File: config.mk
export PLATFORM = sky130hd
export DESIGN_NAME = bitmap_slot_allocator
export DESIGN_NICKNAME = d
export VERILOG_FILES = /design/src/bsa_pkg.sv /design/src/bsa_bitmap_mem.sv /design/src/bsa_ctrl.sv /design/src/bitmap_slot_allocator.sv
export SDC_FILE = /design/constraint.sdc
export NUM_CORES = 1
export LEC_CHECK = 0
export BUFFER_PORTS_ARGS = -buffer_cell sky130_fd_sc_hd__buf_2
export CELL_PAD_IN_SITES_DETAIL_PLACEMENT = 0
export CELL_PAD_IN_SITES_GLOBAL_PLACEMENT = 1
export CORE_ASPECT_RATIO = 1.4
export CORE_UTILIZATION = 40
export CTS_CLUSTER_SIZE = 25
export DETAILED_ROUTE_END_ITERATION = 12
export GPL_TIMING_DRIVEN = 0
export HOLD_SLACK_MARGIN = 0.1
export PLACE_DENSITY = 0.75
export REMOVE_ABC_BUFFERS = 1
export SETUP_SLACK_MARGIN = 0.15
export SYNTH_ARGS = -nofsm -noshare
export SYNTH_HDL_FRONTEND = slang
export SYNTH_SLANG_ARGS = --single-unit
export TNS_END_PERCENT = 30
File: constraint.sdc
create_clock -name clk_i -period 22.9 [get_ports clk_i]
set_clock_uncertainty 0.2 [all_clocks]
set_input_delay 0 -clock clk_i [delete_from_list [all_inputs] [get_ports clk_i]]
set_output_delay 0 -clock clk_i [all_outputs]
set_load 0.005 [all_outputs]
File: src/bsa_pkg.sv
`timescale 1ns / 1ps

package bsa_pkg;

  // Bitmap geometry: WordCount words of WordBits slots each.
  localparam int WordCount = 16;
  localparam int WordBits  = 64;
  localparam int WordIdxW  = (WordCount > 1) ? $clog2(WordCount) : 1;
  localparam int BitIdxW   = $clog2(WordBits);
  localparam int SlotW     = 10;
  // Word part of a slot index as it arrives on the input.
  localparam int SlotWordW = SlotW - BitIdxW;

  typedef enum logic {
    OP_ALLOC   = 1'b0,
    OP_RELEASE = 1'b1
  } op_e;

  // Read request to the bitmap memory.
  typedef struct packed {
    logic                en;
    logic [WordIdxW-1:0] addr;
  } rd_req_t;

  // Write request to the bitmap memory.
  typedef struct packed {
    logic                en;
    logic [WordIdxW-1:0] addr;
    logic [WordBits-1:0] data;
  } wr_req_t;

  // One finished result word.
  typedef struct packed {
    logic             success;
    logic [SlotW-1:0] slot;
  } result_t;

  // Position of the lowest clear bit; an all-ones word gives the top position.
  function automatic logic [BitIdxW-1:0] lowest_zero(input logic [WordBits-1:0] word);
    logic [BitIdxW-1:0] pos;
    pos = BitIdxW'(WordBits - 1);
    for (int i = WordBits - 1; i >= 0; i--) begin
      if (!word[i]) begin
        pos = BitIdxW'(i);
      end
    end
    return pos;
  endfunction

endpackage

File: src/bsa_bitmap_mem.sv
`timescale 1ns / 1ps

module bsa_bitmap_mem (
  input  logic                                 clk_i,
  input  logic                                 rst_ni,
  input  bsa_pkg::rd_req_t                     rd_req_i,
  input  bsa_pkg::wr_req_t                     wr_req_i,
  output logic [bsa_pkg::WordBits-1:0]         rd_data_o
);

  logic [bsa_pkg::WordBits-1:0]  mem_q [bsa_pkg::WordCount];
  logic [bsa_pkg::WordCount-1:0] written_q;
  logic [bsa_pkg::WordBits-1:0]  rd_data_q;
  logic                          rd_written_q;

  // Storage array; a write updates one whole word.
  always_ff @(posedge clk_i) begin
    if (wr_req_i.en) begin
      mem_q[wr_req_i.addr] <= wr_req_i.data;
    end
  end

  // Registered read port.
  always_ff @(posedge clk_i) begin
    if (rd_req_i.en) begin
      rd_data_q <= mem_q[rd_req_i.addr];
    end
  end

  // One flag per word; a word never written reads as all free.
  always_ff @(posedge clk_i or negedge rst_ni) begin
    if (!rst_ni) begin
      written_q    <= '0;
      rd_written_q <= 1'b0;
    end else begin
      if (wr_req_i.en) begin
        written_q[wr_req_i.addr] <= 1'b1;
      end
      if (rd_req_i.en) begin
        rd_written_q <= written_q[rd_req_i.addr];
      end
    end
  end

  assign rd_data_o = rd_written_q ? rd_data_q : '0;

endmodule

File: src/bsa_ctrl.sv
`timescale 1ns / 1ps

module bsa_ctrl (
  input  logic                         clk_i,
  input  logic                         rst_ni,
  input  logic                         in_valid_i,
  output logic                         in_ready_o,
  input  bsa_pkg::op_e                 in_op_i,
  input  logic [bsa_pkg::SlotW-1:0]    in_slot_i,
  output bsa_pkg::rd_req_t             rd_req_o,
  output bsa_pkg::wr_req_t             wr_req_o,
  input  logic [bsa_pkg::WordBits-1:0] rd_data_i,
  output logic                         res_valid_o,
  input  logic                         res_ready_i,
  output bsa_pkg::result_t             res_o
);

  localparam logic [1:0] StIdle = 2'd0;
  localparam logic [1:0] StScan = 2'd1;
  localparam logic [1:0] StResp = 2'd2;

  localparam logic [bsa_pkg::WordIdxW-1:0] LastWord =
    bsa_pkg::WordIdxW'(bsa_pkg::WordCount - 1);

  logic [1:0]                      state_q, state_d;
  bsa_pkg::op_e                    op_q, op_d;
  logic [bsa_pkg::SlotW-1:0]       slot_q, slot_d;
  logic [bsa_pkg::WordIdxW-1:0]    addr_q, addr_d;
  logic [bsa_pkg::WordIdxW-1:0]    hint_q, hint_d;
  bsa_pkg::result_t                res_q, res_d;

  logic [bsa_pkg::SlotWordW-1:0]   in_word;
  logic [bsa_pkg::BitIdxW-1:0]     rel_bit;
  logic [bsa_pkg::BitIdxW-1:0]     free_bit;
  logic [bsa_pkg::WordBits-1:0]    bit_mask;
  logic [bsa_pkg::WordIdxW+bsa_pkg::BitIdxW-1:0] grant_full;

  assign in_word  = in_slot_i[bsa_pkg::SlotW-1:bsa_pkg::BitIdxW];
  assign rel_bit  = slot_q[bsa_pkg::BitIdxW-1:0];
  assign free_bit = bsa_pkg::lowest_zero(rd_data_i);
  assign bit_mask = bsa_pkg::WordBits'(1) << ((op_q == bsa_pkg::OP_RELEASE) ? rel_bit : free_bit);
  assign grant_full = {addr_q, free_bit};

  // Sequencer: read a word, then modify and write it back or move on to the next one.
  always_comb begin
    state_d  = state_q;
    op_d     = op_q;
    slot_d   = slot_q;
    addr_d   = addr_q;
    hint_d   = hint_q;
    res_d    = res_q;
    rd_req_o = '0;
    wr_req_o = '0;
    unique case (state_q)
      StIdle: begin
        if (in_valid_i) begin
          op_d   = in_op_i;
          slot_d = in_slot_i;
          if (in_op_i == bsa_pkg::OP_ALLOC) begin
            rd_req_o.en   = 1'b1;
            rd_req_o.addr = hint_q;
            addr_d        = hint_q;
            state_d       = StScan;
          end else if (int'(in_word) >= bsa_pkg::WordCount) begin
            // Slot beyond the bitmap: echoed with a failure flag.
            res_d.success = 1'b0;
            res_d.slot    = in_slot_i;
            state_d       = StResp;
          end else begin
            rd_req_o.en   = 1'b1;
            rd_req_o.addr = bsa_pkg::WordIdxW'(in_word);
            addr_d        = bsa_pkg::WordIdxW'(in_word);
            state_d       = StScan;
          end
        end
      end
      StScan: begin
        if (op_q == bsa_pkg::OP_RELEASE) begin
          if ((rd_data_i & bit_mask) != '0) begin
            wr_req_o.en   = 1'b1;
            wr_req_o.addr = addr_q;
            wr_req_o.data = rd_data_i & ~bit_mask;
            if (addr_q < hint_q) begin
              hint_d = addr_q;
            end
          end
          res_d.success = 1'b1;
          res_d.slot    = slot_q;
          state_d       = StResp;
        end else if (rd_data_i != '1) begin
          wr_req_o.en   = 1'b1;
          wr_req_o.addr = addr_q;
          wr_req_o.data = rd_data_i | bit_mask;
          hint_d        = addr_q;
          res_d.success = 1'b1;
          res_d.slot    = bsa_pkg::SlotW'(grant_full);
          state_d       = StResp;
        end else if (addr_q == LastWord) begin
          // Every word from the hint up is full.
          res_d.success = 1'b0;
          res_d.slot    = '0;
          state_d       = StResp;
        end else begin
          rd_req_o.en   = 1'b1;
          rd_req_o.addr = addr_q + 1'b1;
          addr_d        = addr_q + 1'b1;
        end
      end
      StResp: begin
        if (res_ready_i) begin
          state_d = StIdle;
        end
      end
      default: begin
        state_d = StIdle;
      end
    endcase
  end

  // Control state.
  always_ff @(posedge clk_i or negedge rst_ni) begin
    if (!rst_ni) begin
      state_q <= StIdle;
      hint_q  <= '0;
    end else begin
      state_q <= state_d;
      hint_q  <= hint_d;
    end
  end

  // Working registers of the current word.
  always_ff @(posedge clk_i) begin
    op_q   <= op_d;
    slot_q <= slot_d;
    addr_q <= addr_d;
    res_q  <= res_d;
  end

  assign in_ready_o  = (state_q == StIdle);
  assign res_valid_o = (state_q == StResp);
  assign res_o       = res_q;

endmodule

File: src/bitmap_slot_allocator.sv
`timescale 1ns / 1ps

// First-fit slot allocator over a 1024-slot bitmap held in a 16 x 64-bit
// synchronous memory. Input word: tuser is the operation (0 allocate,
// 1 release), tdata carries the slot to release. Output word: tuser is the
// success flag, tdata the granted or echoed slot (0 on a failed allocation).
// One word is handled at a time. A release reads the bitmap word of its slot
// and writes it back cleared if the slot was taken; an allocation reads k
// bitmap words, where k (1 to 16) is the number of words read, one per cycle
// through the single memory read port, starting at the hint word. A new word is accepted as soon as the
// previous result has moved to the output register, even if it is not yet taken.
module bitmap_slot_allocator (
  input  logic        clk_i,
  input  logic        rst_ni,
  input  logic        s_axis_tvalid,
  output logic        s_axis_tready,
  input  logic [15:0] s_axis_tdata,   // [9:0] slot_to_release, [15:10] zero
  input  logic        s_axis_tuser,   // [0] operation
  output logic        m_axis_tvalid,
  input  logic        m_axis_tready,
  output logic [15:0] m_axis_tdata,   // [9:0] slot_index, [15:10] zero
  output logic        m_axis_tuser    // [0] success
);

  bsa_pkg::rd_req_t             rd_req;
  bsa_pkg::wr_req_t             wr_req;
  logic [bsa_pkg::WordBits-1:0] rd_data;
  logic                         res_valid;
  logic                         res_ready;
  bsa_pkg::result_t             res;
  logic                         out_valid_q;
  bsa_pkg::result_t             out_res_q;

  bsa_bitmap_mem u_mem (
    .clk_i     (clk_i),
    .rst_ni    (rst_ni),
    .rd_req_i  (rd_req),
    .wr_req_i  (wr_req),
    .rd_data_o (rd_data)
  );

  bsa_ctrl u_ctrl (
    .clk_i       (clk_i),
    .rst_ni      (rst_ni),
    .in_valid_i  (s_axis_tvalid),
    .in_ready_o  (s_axis_tready),
    .in_op_i     (bsa_pkg::op_e'(s_axis_tuser)),
    .in_slot_i   (s_axis_tdata[bsa_pkg::SlotW-1:0]),
    .rd_req_o    (rd_req),
    .wr_req_o    (wr_req),
    .rd_data_i   (rd_data),
    .res_valid_o (res_valid),
    .res_ready_i (res_ready),
    .res_o       (res)
  );

  // Output register between the sequencer and the downstream side.
  assign res_ready = !out_valid_q || m_axis_tready;

  always_ff @(posedge clk_i or negedge rst_ni) begin
    if (!rst_ni) begin
      out_valid_q <= 1'b0;
    end else if (res_ready) begin
      out_valid_q <= res_valid;
    end
  end

  always_ff @(posedge clk_i) begin
    if (res_ready && res_valid) begin
      out_res_q <= res;
    end
  end

  assign m_axis_tvalid = out_valid_q;
  assign m_axis_tuser  = out_res_q.success;
  assign m_axis_tdata  = 16'(out_res_q.slot);

  // An accepted word keeps the input closed until its result is out.
  a_one_at_a_time: assert property (@(posedge clk_i) disable iff (!rst_ni)
    (s_axis_tvalid && s_axis_tready) |=> !s_axis_tready)
    else $error("input accepted twice in a row");

  // A failed allocation reports slot zero.
  a_fail_slot_zero: assert property (@(posedge clk_i) disable iff (!rst_ni)
    (m_axis_tvalid && !m_axis_tuser) |-> (out_res_q.slot == '0))
    else $error("failed result with a non-zero slot");

  // The bitmap is written back only while a word is in work.
  a_write_when_busy: assert property (@(posedge clk_i) disable iff (!rst_ni)
    wr_req.en |-> (!s_axis_tready && !res_valid))
    else $error("bitmap written outside a scan");

  // A write-back always follows a read of the same word.
  a_write_after_read: assert property (@(posedge clk_i) disable iff (!rst_ni)
    wr_req.en |-> ($past(rd_req.en) && ($past(rd_req.addr) == wr_req.addr)))
    else $error("bitmap write without matching read");

endmodule

Word-level counts from Yosys, hierarchy flattened --
Memory sizes are Yosys's and may differ from the RTL's. A register that Yosys moved wholly into a read port is not among the register bits. Index checks and enable logic that the tools add are counted.
Cells by class: $add $sub $neg 1, multiply operators 0, divide/modulo/power cells 0, magnitude comparators 4, equal/unequal tests 12, shifts and indexed selects 1, multiplexer cells 100, bitwise gates (word level) 5, reductions and logical operators 15
Operators by type and width (count):
- 6-bit 2-to-1 mux | 63
- 69-bit 2-to-1 mux | 4
- 64-bit AND | 2
- 64-bit 2-to-1 mux | 1
- 64-bit != test, second input constant | 1
- 64-bit inverter | 1
- 64-bit bitwise OR | 1
- 64-bit nonzero test | 1
- 1-bit by 6-bit left shift with 64-bit output, first input constant | 1
- 4-bit 2-to-1 mux | 10
- 10-bit 2-to-1 mux | 2
- 5-bit 2-to-1 mux | 4
- 16-bit bitwise OR | 1
- 2-bit != test, second input constant | 6
- 11-bit 2-to-1 mux | 1
- 4-bit by 5-bit < comparator with 1-bit output, second input constant | 2
- 2-bit 2-to-1 mux | 5
- 5-bit case mux with 2 select lines | 1
- 4-bit case mux with 2 select lines | 1
- 2-bit case mux with 3 select lines | 1
- 1-bit 2-to-1 mux | 5
- 5-bit AND reduction | 1
- 4-bit by 1-bit adder with 4-bit output, second input constant | 1
- 1-bit binary-select mux with 4-bit select | 1
- 18 further kinds | 21
Storage, ports and cells: register bits 61, bits in latches 0, bits in writable memories 1024, memory bits (read-only) 0, input port bits 21, output and inout bits 19, word-level logic and storage cells 151, memories 1
Memory list:
- u_mem.mem_q | depth 16, width 64, read ports 1, clocked after memory_dff 1, wr ports 1, line bsa_bitmap_mem.sv:11 | logic [bsa_pkg::WordBits-1:0] mem_q [bsa_pkg::WordCount];

Depth between registers and ports, before layout --
depth in word-level cells 76, gate-level depth with buffers 18, gate-level depth less buffers 13

By module --
A second synthesis with hierarchy kept.
Second synthesis, totals: cell total of the unflattened synthesis 2307, area, all modules 46870.0 um^2
Modules (own cells, without submodules):
- bsa_bitmap_mem | instances 1, cells an instance 1615, area each 41544.8 um^2, seq. area each 33096.7 um^2
- bsa_ctrl | instances 1, cells an instance 670, area each 4892.2 um^2, seq. area each 930.9 um^2
- bitmap_slot_allocator | instances 1, cells an instance 22, area each 432.9 um^2, seq. area each 355.3 um^2

Least setup slack after synthesis --
OpenSTA, ideal clock, no wires.
kind register to register, from register u_mem.rd_written_q, to register u_mem.written_q[7] in the netlist's numbering, library setup time 0.103 ns, data arrival time 9.516 ns, required time 22.597 ns, setup slack 13.081 ns, cell stages (with the launch flop) 16, path buffers 3, clock period less this slack 9.819 ns, cells stage by stage dfrtp_1 -> buf_2 -> buf_4 -> nand3_1 -> nor4_2 -> nand2_1 -> o22ai_1 -> clkbuf_1 -> a22oi_1 -> mux2i_1 -> a32oi_1 -> or2_2 -> nand4_1 -> o31ai_4 -> nor4_1 -> or2_2
Between the ends: cells in the longest elaborated chain, start to end 76, elaborated cells between the ends (all ways) 79, classes of those cells 2 x order compare; 1 x eq/ne; 1 x shift; 71 x mux; 2 x bitwise; 2 x reduce/logical
RTL lines:
- start, declared | line bsa_bitmap_mem.sv:14 | logic rd_written_q;
- start signal, assigned | line bsa_bitmap_mem.sv:40 | rd_written_q <= written_q[rd_req_i.addr];
- 64-bit 2-to-1 mux * | line bsa_bitmap_mem.sv:45 | assign rd_data_o = rd_written_q ? rd_data_q : '0;
- 1-bit 2-to-1 mux | line bsa_pkg.sv:43 | if (!word[i]) begin
- 6-bit 2-to-1 mux (62 in a row) | line bsa_pkg.sv:43
- 6-bit 2-to-1 mux | line bsa_ctrl.sv:41 | assign bit_mask = bsa_pkg::WordBits'(1) << ((op_q == bsa_pkg::OP_RELEASE) ? rel_bit : free_bit);
- 1-bit by 6-bit left shift with 64-bit output | line bsa_ctrl.sv:41
- 64-bit AND | line bsa_ctrl.sv:79 | if ((rd_data_i & bit_mask) != '0) begin
- 64-bit nonzero test | line bsa_ctrl.sv:79
- 69-bit 2-to-1 mux | line bsa_ctrl.sv:79
- 69-bit 2-to-1 mux * | line bsa_ctrl.sv:78 | if (op_q == bsa_pkg::OP_RELEASE) begin
- 69-bit 2-to-1 mux * | line bsa_ctrl.sv:54 | unique case (state_q)
- 4-bit by 5-bit < comparator with 1-bit output (not written as such) or 4-bit by 1-bit greater-or-equal comparator with 1-bit output (tied branches) | line bsa_bitmap_mem.sv:37 | written_q[wr_req_i.addr] <= 1'b1;
- 1-bit logical AND (not written as such) | line bsa_bitmap_mem.sv:37
- 1-bit 2-to-1 mux (not written as such) | line bsa_bitmap_mem.sv:37
- 1-bit demux with 4-bit select
- 16-bit bitwise OR (no line)
- end signal, assigned | line bsa_bitmap_mem.sv:33 | written_q <= '0;
- end signal, assigned by index | line bsa_bitmap_mem.sv:37
- end, declared | line bsa_bitmap_mem.sv:12 | logic [bsa_pkg::WordCount-1:0] written_q;
Mark *: on every way between the ends. The rest lies on a longest branch, timed or not. A chain may end at the register's enable or synchronous reset.

Final worst setup path --
from register u_mem.rd_written_q, to memory u_mem.mem_q[9][14] in the netlist's numbering (enable)
Between the ends: cells in the longest elaborated chain, start to end 73, elaborated cells between the ends (all ways) 75, classes of those cells 1 x eq/ne; 1 x shift; 71 x mux; 1 x bitwise; 1 x reduce/logical
RTL lines:
- 64-bit 2-to-1 mux * | line bsa_bitmap_mem.sv:45
- 1-bit 2-to-1 mux | line bsa_pkg.sv:43
- 6-bit 2-to-1 mux (62 in a row) | line bsa_pkg.sv:43
- 6-bit 2-to-1 mux | line bsa_ctrl.sv:41
- 1-bit by 6-bit left shift with 64-bit output | line bsa_ctrl.sv:41
- 64-bit AND | line bsa_ctrl.sv:79
- 64-bit nonzero test | line bsa_ctrl.sv:79
- 69-bit 2-to-1 mux | line bsa_ctrl.sv:79
- 69-bit 2-to-1 mux * | line bsa_ctrl.sv:78
- 69-bit 2-to-1 mux * | line bsa_ctrl.sv:54
- 1-bit 2-to-1 mux | line bsa_bitmap_mem.sv:18 | if (wr_req_i.en) begin
- 1-bit 2-to-1 mux (not written as such) | line bsa_bitmap_mem.sv:19 | mem_q[wr_req_i.addr] <= wr_req_i.data;
- end, declared | line bsa_bitmap_mem.sv:11
Marked as above.

==> impl_metrics.yaml <==
drt:
  drt-initial-drc-count: 3053
  ant_nets: 0
  avgRoutedWirePerCell_um: 23.07
  dr.pass1.iters: 7
  num_vias: 31281
  via_per_inst: 5.680
  routed_wl_um: 127000
  post-route-drc-count: 0
cts:
  htree_levels: 3
  post_cts_buffers: 0
  cts_tree: "done"
  clk_pin_slew_worst_paths_ns: 0.07
  clock-root-buffer: "clkbuf_16"
  cts_buffers: 100
  clock_sinks: 1149
  clock_path_buffers: 3
  clkLatencyLatePin_ns: 0.71
power_and_ir_drop:
  p_total_w: 0.005156
  p_leak_nw: 18.88
  power.density_nw_per_um2: 93.01
  ir_drop_mv: 0.05901
floorplan:
  start_util_pct: 40.48
  core_area_um2: 119700
  rows: 150
  die_w_um: 296.2
  io_pins: 40
  dieHeight_um: 413.9
  dieArea_um2: 122600
logic_synthesis:
  synthMostInstantiatedCell: "edfxtp_1"
  synth_seq_cells: 1149
  synthTopCellsByArea: "edfxtp_1, nand2_1, a211oi_1"
  postSynthAreaPerCell_um2: 12.65
  yosys_most_used_dff: "edfxtp_1"
  synthTopCellsByCount: "edfxtp_1, nand2_1, a211oi_1, nand3_1, clkbuf_1"
  ys_warn_count: 0
  async_flop_share_pct: 2.089
  yosysTopAreaCellShare_pct: 69.70
  synth_edf_count: 1125
  ys_seq_area_share_pct: 70.94
  yosysUniqueCellTypes: 80
  syn_inst: 3831
  synth_top_area_cell: "edfxtp_1"
  synth.cell_area_um2: 48470
global_route:
  grt_use_total_pct: 20.60
  grt_pass1_vias: 29721
  grt_pass1_wl_um: 188300
  grt-ovfl-total: 0
  antenna_found_initial: 0
  grt_max_degree: 81
timing:
  slew_viol_final: 10
  setup_violations: 0
  fin_crit_sh_pct: 33.47
  worst_pin_slew_ns: 1.565
  fin_crit_ns: 7.664
  grt_setup_unrepaired: "no"
  fmax_mhz: 130.5
  final-hold-violation-count: 0
  slew-limit-headroom_pct: -4.750
job:
  drv_cap: 1
worst_setup_path:
  crit_arrival_ns: 7.84
  path_class: "register to register"
  required_ns: 23.07
  start_kind: "register"
  crit_fanout: 69
  cp-end-kind: "register"
place:
  dpl.hpwl_um: 75820
  gp_congestion: 0.9463
  numPortBuffers: 27
layout:
  diodes: 0
  final_util_pct: 46.29
  drive_gt1_share_pct: 9.844
  syn_to_final_growth_pct: 14.37
  layout.nets: 3857
run_status:
  violations: "max-capacitance violations, max-slew violations"
  status: "finished with violations"
min_path:
  worst_hold_path_type: "input port to register"
kinds of logic after synthesis:
kind of cell	after synthesis	share of synthesized area, %
AO/OA/AOI/OAI	766	11.45
other	1	0.007737
XOR/XNOR	2	0.03615
multiplexers	23	0.5163
flip-flops	1149	70.94
buffers and inverters	306	2.692
AND/OR/NAND/NOR	1580	14.26
adder cells (fa/ha/maj)	4	0.1033
layer usage:
metal  wire length (µm)  share of wire, %  GRT usage, %  vias to the layer above
met4               4904               3.9         8.603                        0
met2              63120                50         35.44                     1062
met1              51650                41         26.13                    15572
met5                  0                 0             0                        -
li1                   -                 -             -                    14369
met3               7364               5.8         2.559                      278
area by class of cell:
class                      count  area, µm²
multi-input combinational   2381      12960
fill                       10526      64310
tap                         1596       1997
inverter                      27      101.3
sequential                  1149      34390
clock buffer                 115       2580
timing repair buffer         173       2689
clock inverter                66      714.4
cells in the final DEF, fill, tap and decap left out, drive strengths merged, types with 29 or more instances in the layout:
cell type / n
nor2: 80
a31oi: 151
dlygate4sd3: 29
inv: 31
o21ai: 37
a21oi: 67
clkbuf: 115
o211ai: 150
a311oi: 68
edfxtp: 1125
a211oi: 200
buf: 144
clkinv: 35
and2: 135
nand2: 1020
nand3: 199
worst max-delay path: stages, from the launching register on:
cell and delay, ns:
dfrtp_4 0.67, buf_16 0.33, nand3_1 0.29, nor3_1 0.57
o41a_1 0.27, a221o_1 0.32, nand2_1 0.49, nor2_1 1.26
a32oi_1 0.16, o22ai_1 0.21, or4_1 0.22, o31ai_4 0.15
nor2_2 0.79, and3_4 0.94, buf_12 0.33
what timing repair did:
item,4_1_cts,5_1_grt
resized for setup,0,0
endpoints found under the hold margin,74,0
hold buffers,30,0
path summary, 6_finish.rpt:
check	startpoint	to	slack, ns	cells past startpoint
worst max-delay path	u_mem.rd_written_q	u_mem.mem_q[9][14]	15.24	14
worst min-delay path	s_axis_tdata[6]	u_ctrl.addr_q[0]	0.15	5
worst max register to register	u_mem.rd_written_q	u_mem.mem_q[9][14]	15.24	14
worst min register to register	u_ctrl.res_o[7]	m_axis_tdata[7]	0.22	0
max in group asynchronous	rst_ni	u_mem.rd_written_q	21.65	5
min in group asynchronous	rst_ni	u_mem.written_q[2]	0.68	5
stage by stage:
| step | cells | instance area, µm² | setup TNS (ns) | setup WS [ns] | hold WS [ns] |
|---|---|---|---|---|---|
| 2_1_floorplan | 3557 | 47280 | 0 | 0.4432 | -0.4956 |
| 3_3_place_gp | 5180 | 49420 | -1063.56 | -15.89 | -0.1896 |
| 3_5_place_dp | 5296 | 51820 | 0 | 15.55 | -0.1822 |
| 4_1_cts | 5507 | 55430 | 0 | 15.52 | 0.1105 |
| 5_1_grt | 5507 | 55430 | 0 | 15.08 | 0.1588 |
| 6_report | 5507 | 55430 | 0 | 15.24 | 0.1498 |
registers in the layout (all words and copies together) (netlist names), 2 cells and up:
register         cells
m_axis_tdata        10
u_ctrl.addr_q        4
u_ctrl.hint_q        4
u_ctrl.res_o        11
u_ctrl.slot_q       10
u_ctrl.state_q       2
u_mem.mem_q       1024
u_mem.rd_data_q     64
u_mem.written_q     16
report_power, final:
group	internal [W]	total, W	switching [W]	leakage, nW
logic	0.000306	0.000895	0.000589	5.93
clock network	0.000958	0.00171	0.000755	1.58
registers	0.00243	0.00255	0.000120	11.4
Note: power is estimated with default switching activity, not from simulation.
